**config.mk**
```make
export PLATFORM = sky130hd
export DESIGN_NAME = hbs_mul
export DESIGN_NICKNAME = d
export VERILOG_FILES = /design/src/sv/hbs_pkg.sv /design/src/sv/hbs_mul.sv
export SDC_FILE = /design/constraint.sdc
export NUM_CORES = 2
export LEC_CHECK = 0
export CAP_MARGIN = 25
export CORE_MARGIN = 4
export CORE_UTILIZATION = 30
export DETAILED_ROUTE_END_ITERATION = 10
export DONT_BUFFER_PORTS = 1
export SLEW_MARGIN = 25
export SYNTH_ARGS = -nofsm -noshare
export SYNTH_HDL_FRONTEND = slang
export SYNTH_SLANG_ARGS = --single-unit
```
**constraint.sdc**
```tcl
create_clock -name clk_i -period 9.7 [get_ports clk_i]
set_input_delay 0.97 -clock clk_i [delete_from_list [all_inputs] [get_ports clk_i]]
set_output_delay 0.97 -clock clk_i [all_outputs]
set_load 0.005 [all_outputs]
```
**src/sv/hbs_pkg.sv**
```systemverilog
// Shared types, widths, register indexes and arithmetic helpers of the height grid sampler.
`default_nettype none

package hbs_pkg;

  // Default grid limits
  localparam int MAX_COLUMNS_DEF = 256;
  localparam int MAX_ROWS_DEF    = 256;

  // Configuration port
  localparam int CFG_IDX_W  = 3;
  localparam int CFG_DATA_W = 32;

  localparam logic [CFG_IDX_W-1:0] REG_GRID_COLUMNS = 3'd0;
  localparam logic [CFG_IDX_W-1:0] REG_GRID_ROWS    = 3'd1;
  localparam logic [CFG_IDX_W-1:0] REG_ORIGIN_X     = 3'd2;
  localparam logic [CFG_IDX_W-1:0] REG_ORIGIN_Z     = 3'd3;
  localparam logic [CFG_IDX_W-1:0] REG_INV_CELL     = 3'd4;

  // Item kinds carried on tuser
  localparam logic ACT_WRITE  = 1'b0;
  localparam logic ACT_SAMPLE = 1'b1;

  // Field widths
  localparam int SIZE_REG_W = 9;
  localparam int INV_W      = 25;
  localparam int HGT_W      = 32;
  localparam int IN_DATA_W  = 112;
  localparam int WEIGHT_W   = 17;

  // Shared multiplier: 33-bit signed difference by 26-bit signed factor
  localparam int MUL_A_W = 33;
  localparam int MUL_B_W = 26;
  localparam int PROD_W  = MUL_A_W + MUL_B_W;

  // Weight of a full step, one in Q16.16
  localparam logic [WEIGHT_W-1:0] WEIGHT_ONE = 17'h10000;
  localparam logic [INV_W-1:0]    INV_ONE    = 25'd65536;

  // a + floor(prod / 65536); the product of a blend fits in 50 signed bits
  function automatic logic signed [34:0] blend_sum(input logic signed [HGT_W-1:0] a,
                                                   input logic signed [PROD_W-1:0] prod);
    logic signed [34:0] a_ext;
    logic signed [34:0] step;
    a_ext = 35'(a);
    step  = prod[50:16];
    return a_ext + step;
  endfunction

  // Clip a blend result to the signed 32-bit range
  function automatic logic signed [HGT_W-1:0] saturate(input logic signed [34:0] v);
    logic signed [34:0] hi;
    logic signed [34:0] lo;
    hi = 35'sh0_7FFF_FFFF;
    lo = -35'sh0_8000_0000;
    if (v > hi) begin
      return 32'sh7FFF_FFFF;
    end else if (v < lo) begin
      return 32'sh8000_0000;
    end
    return v[HGT_W-1:0];
  endfunction

endpackage

`default_nettype wire

```
**src/sv/hbs_mul.sv**
```systemverilog
// Shared signed multiplier with registered operands and registered product.
`default_nettype none

module hbs_mul (
  input  wire logic                                 clk_i,
  input  wire logic                                 rst_ni,
  input  wire logic                                 issue_i,
  input  wire logic signed [hbs_pkg::MUL_A_W-1:0]   op_a_i,
  input  wire logic signed [hbs_pkg::MUL_B_W-1:0]   op_b_i,
  output logic signed      [hbs_pkg::PROD_W-1:0]    prod_o
);
  import hbs_pkg::*;

  logic signed [MUL_A_W-1:0] op_a_q;
  logic signed [MUL_B_W-1:0] op_b_q;
  logic signed [PROD_W-1:0]  prod_q;

  // Operands load on issue and then hold, so the product stays put
  always_ff @(posedge clk_i or negedge rst_ni) begin
    if (!rst_ni) begin
      op_a_q <= '0;
      op_b_q <= '0;
    end else if (issue_i) begin
      op_a_q <= op_a_i;
      op_b_q <= op_b_i;
    end
  end

  // Product register, fed from the operand registers
  always_ff @(posedge clk_i) begin
    prod_q <= PROD_W'(op_a_q) * PROD_W'(op_b_q);
  end

  assign prod_o = prod_q;

endmodule

`default_nettype wire

```
* Word level (Yosys, flattened, before mapping)
Cells that the tools add are included.
** Word-level totals
- Bits in registers :: 118
- Bits of input ports :: 62
** Cells by class
- Multipliers :: 1
** Operators with widths (count)
- 33-bit by 26-bit multiplier with 59-bit output :: 1

* Longest topological paths before layout
- Depth in word-level cells :: 1
- Gate-level depth with buffers :: 29
- Depth with buffers taken out :: 26

* Worst setup path after synthesis
No wires, ideal clock.
- Kind :: register to register
- Start :: reg op_a_q[32]
- End :: reg prod_q[55], in the netlist prod_o[55]
- Setup slack :: 2633 ps
- Buffers on the path :: 3
- Stages on the path, launching flop included :: 27
- Required time :: 9628 ps
- Library setup time :: 72 ps
- Data arrival time :: 6995 ps
- Cell sequence :: dfrtp_1 -> clkbuf_1 -> clkbuf_1 -> nand2_1 -> inv_1 -> fa_1 -> fa_1 -> inv_1 -> fa_1 -> inv_1 -> fa_1 -> fa_1 -> fa_1 -> inv_1 -> fa_1 -> inv_1 -> ha_1 -> clkbuf_1 -> a21o_1 -> a21oi_1 -> or2_2 -> a31oi_1 -> a211o_1 -> or3_1 -> o211a_1 -> nor3_1 -> xnor2_1
** On the way
- Word-level cells in the longest chain between the ends :: 1
** RTL lines
- from (decl) :: RTL line hbs_mul.sv:14 : logic signed [MUL_A_W-1:0] op_a_q;
- from (signal assigned) :: RTL line hbs_mul.sv:24 : op_a_q <= op_a_i;
- 33-bit by 26-bit multiplier with 59-bit output :: RTL line hbs_mul.sv:31 : prod_q <= PROD_W'(op_a_q) * PROD_W'(op_b_q);
- to (signal assigned) :: RTL line hbs_mul.sv:31
- to (decl) :: RTL line hbs_mul.sv:16 : logic signed [PROD_W-1:0] prod_q;
Every way passes these cells.
A chain may end at the register's enable or synchronous reset.

* Worst setup path in the final report
- Start :: reg op_b_q[4]
- End :: reg prod_q[45], in the netlist prod_o[45]
** On the way
- Word-level cells in the longest chain between the ends :: 1
** RTL lines
- from (decl) :: RTL line hbs_mul.sv:15 : logic signed [MUL_B_W-1:0] op_b_q;
- from (signal assigned) :: RTL line hbs_mul.sv:25 : op_b_q <= op_b_i;
- 33-bit by 26-bit multiplier with 59-bit output :: RTL line hbs_mul.sv:31
Every way passes these cells.

==> metrics.md <==
| Metric | Value |
|---|---|
| GRT Overall Usage | `about 17%` |
| Num rows | `between 100 and 150` |
| EDFF count, synth | `0` |
| Most frequent cells in the layout | `fa_1 (877), inv_1 (861), nand2_1 (511)` |
| Antenna violations before repair | `18` |
| Post-DP HPWL | `approximately 75000 um` |
| P&R area growth vs syn | `6.72%` |
| Fmax achieved | `roughly 120 MHz` |
| Vias after detailed routing | `~23000` |
| Clock transition at path regs | `about 0.08 ns` |
| Core ar. | `about 110000 um^2` |
| Ys flop type | `dfxtp_1` |
| Layout Utilization | `between 30% and 40%` |
| Maxcap violations | `0` |
| HP Class | `input port to asynchronous set/reset pin` |
| Synth Register Bits | `around 120` |
| Clock tree sinks | `~120` |
| First-pass GRT wire length | `147000 um` |
| # fillers | `about 11000` |
| Dominant cells by area after synthesis | `fa_1 (53%), inv_1 (9.7%), and2_1 (6.7%)` |
| Final nets | `4484` |
| Synth warn | `0` |
| Drt pass-1 iters | `6` |
| Vias in the first global route | `approximately 25000` |
| H-tree depth | `4` |
| Mapped Cells | `between 3000 and 4000` |
| First DRT Iteration DRCs | `1315` |
| Largest net degree at the start of global routing | `61` |
| Status | `finished, final reports clean` |
| Die height | `between 300 and 400 um` |
| Die Wd | `approximately 340 um` |
| Asr flop ratio synth | `roughly half` |
| Port Buf Inserts | `0` |
| RSZ-0062 raised after global routing | `no` |
| Register area | `2660 um^2` |
| Layout cell share with drive strength beyond 1 | `just over 5%` |
| Synth unique cells | `59` |
| Total CTS buffers | `17` |
| Cell family with most CP delay | `adder cells` |
| Count of final hold-check violations | `0` |
| Final worst path period share | `between 80% and 90%` |
| Most Frequent Cell on Critical Path | `fa_1` |
| Final Max Tran Viols | `0` |
| Vias per inst | `4.62` |
| Hold Buf Count CTS | `0` |
| Per-cell routed wire length | `19.0 um` |
| Post-route DRC | `0` |
| Reg2reg setup slack | `around 1.3 ns` |
| Post-synth top area cell | `fa_1` |
| Clock Latency Late Sink | `0.52 ns` |
| Critical path class | `flip-flop to flip-flop` |
| Mapped Nets | `around 4600` |
| Antenna-violating nets left | `0` |
| Die area | `~120000 um^2` |
| Sequential area share after synthesis | `8.00%` |
| Crit end category | `flip-flop` |
| Max FO, Critical Path | `23` |
| Worst slew pin tran | `around 1.0 ns` |
| Setup TNS | `0 ns` |
| Root Buffer | `clkbuf_16` |
| Post-layout min period | `8.39 ns` |
| Req. time, crit path | `just over 10 ns` |
| Gp weighted congestion | `~0.88` |
| Slew HR | `30.7%` |
| Max clock buf depth | `2` |
| Grt ovf | `0` |
| Syn Std Cell Area | `between 30000 and 40000 um^2` |
| Most common cell after layout, fill and taps aside | `fa_1` |
| Final wirelength | `between 90000 and 100000 um` |
| I/O pin count | `121` |
| CP arrival | `around 8.8 ns` |
| CP peak stage delay | `between 1 and 1.5 ns` |
| Area share of the leading cell type in the synthesized netlist | `52.9%` |
| Final setup viols | `0` |
| CP startpoint kind | `flip-flop` |
| CTS tree | `built` |
| Syn_area_per_cell | `9.55 um^2` |
| Final clock skew | `roughly 0.034 ns` |
| Critical path cell sequence | `buf_4 > and2_1 > fa_1 > fa_1 > inv_1 > fa_1 > inv_1 > fa_1 > fa_1 > fa_1 > inv_1 > fa_1 > inv_1 > ha_1 > and2_1 > and4_1 > nand3_1 > o221ai_2 > nand2_1 > nand2_1 > nand2_1 > o31ai_1 > a311oi_1 > xnor2_1` |
| Multi-input combinational cell area | `roughly 27000 um^2` |
| Resized cells post-CTS | `0` |
| Initial Utilization | `approximately 30%` |
| CP Buf/Inv Count | `5` |
| Post-CTS Setup Repair Bufs | `0` |
| Critical path's slowest cell | `dfrtp_1` |
-- state kept, by name, summed over array words and instances (netlist names) --
signal,count
prod_o,59
op_a_q,33
op_b_q,26
-- worst paths after layout --
path	cells past startpoint	to	startpoint
max	24	prod_o[45]$_DFF_P_	op_b_q[4]$_DFFE_PN0P_
min	0	op_b_q[14]$_DFFE_PN0P_	rst_ni
max reg2reg	24	prod_o[45]$_DFF_P_	op_b_q[4]$_DFFE_PN0P_
min reg2reg	1	op_b_q[21]$_DFFE_PN0P_	op_b_q[21]$_DFFE_PN0P_
max in group asynchronous	0	op_a_q[22]$_DFFE_PN0P_	rst_ni
min in group clk_i	1	op_b_q[21]$_DFFE_PN0P_	op_b_q[21]$_DFFE_PN0P_
-- Yosys cell counts, types with 3 or more instances --
master and instances:
nand3_1 6, a21oi_1 58, nor2b_1 11, and2_1 354, dfrtp_1 59, mux2_2 58, fa_1 878, o21bai_1 9
a211o_1 4, o21a_1 6, ha_1 160, o31ai_1 4, xnor2_1 49, nor3_1 12, clkbuf_1 173, inv_1 861
nand2_1 511, buf_1 7, dfxtp_1 59, or2_2 3, and3_1 4, o211ai_1 3, xor2_1 16, a31oi_1 8
o21ai_0 31, a21o_1 18, a211oi_1 3, nand4_1 12, nand2b_1 15, nor2_1 52
-- logic make-up (layout without fill, tap and decap cells) --
logic type	Yosys count	count (layout)	synth area share (%)
other	0	3	0
multiplexers	58	58	1.97
AO/OA/AOI/OAI	167	167	3.23
XOR/XNOR	65	65	1.71
buffers and inverters	1044	961	11.8
adder cells (fa/ha/maj)	1038	1038	58.9
flip-flops	118	118	8.00
AND/OR/NAND/NOR	990	990	14.4
-- through the flow --
step,instance area [um^2],hold slack [ns],setup WS [ns],std cells
2_1_floorplan,33200,0.550,2.63,3480
3_3_place_gp,34900,0.492,1.54,4840
3_5_place_dp,34900,0.499,1.47,4841
4_1_cts,35500,0.0827,1.43,4873
5_1_grt,35500,0.103,1.09,4873
6_report,35500,0.145,1.31,4876
-- routing by layer --
metal  wire [um]  track usage, %  vias to the layer above
li1            -               -                     9761
met1       36900            20.8                    11900
met2       46300            28.7                      726
met3        5520            2.81                      185
met4        3930            6.55                        2
met5          13               0                        -
-- final cells by class --
cell class | instances | area share [%]
diodes | 3 | 0.0212
inverters | 862 | 9.12
clock buffers | 18 | 1.21
well taps | 1476 | 5.21
flip-flops and latches | 118 | 7.50
clock inverters | 14 | 0.356
multi-input cells | 2318 | 75.1
repair buffers | 67 | 1.44
Power is not shown: default switching activity piles up to over one toggle a cycle in this logic, so the estimate is an artifact.
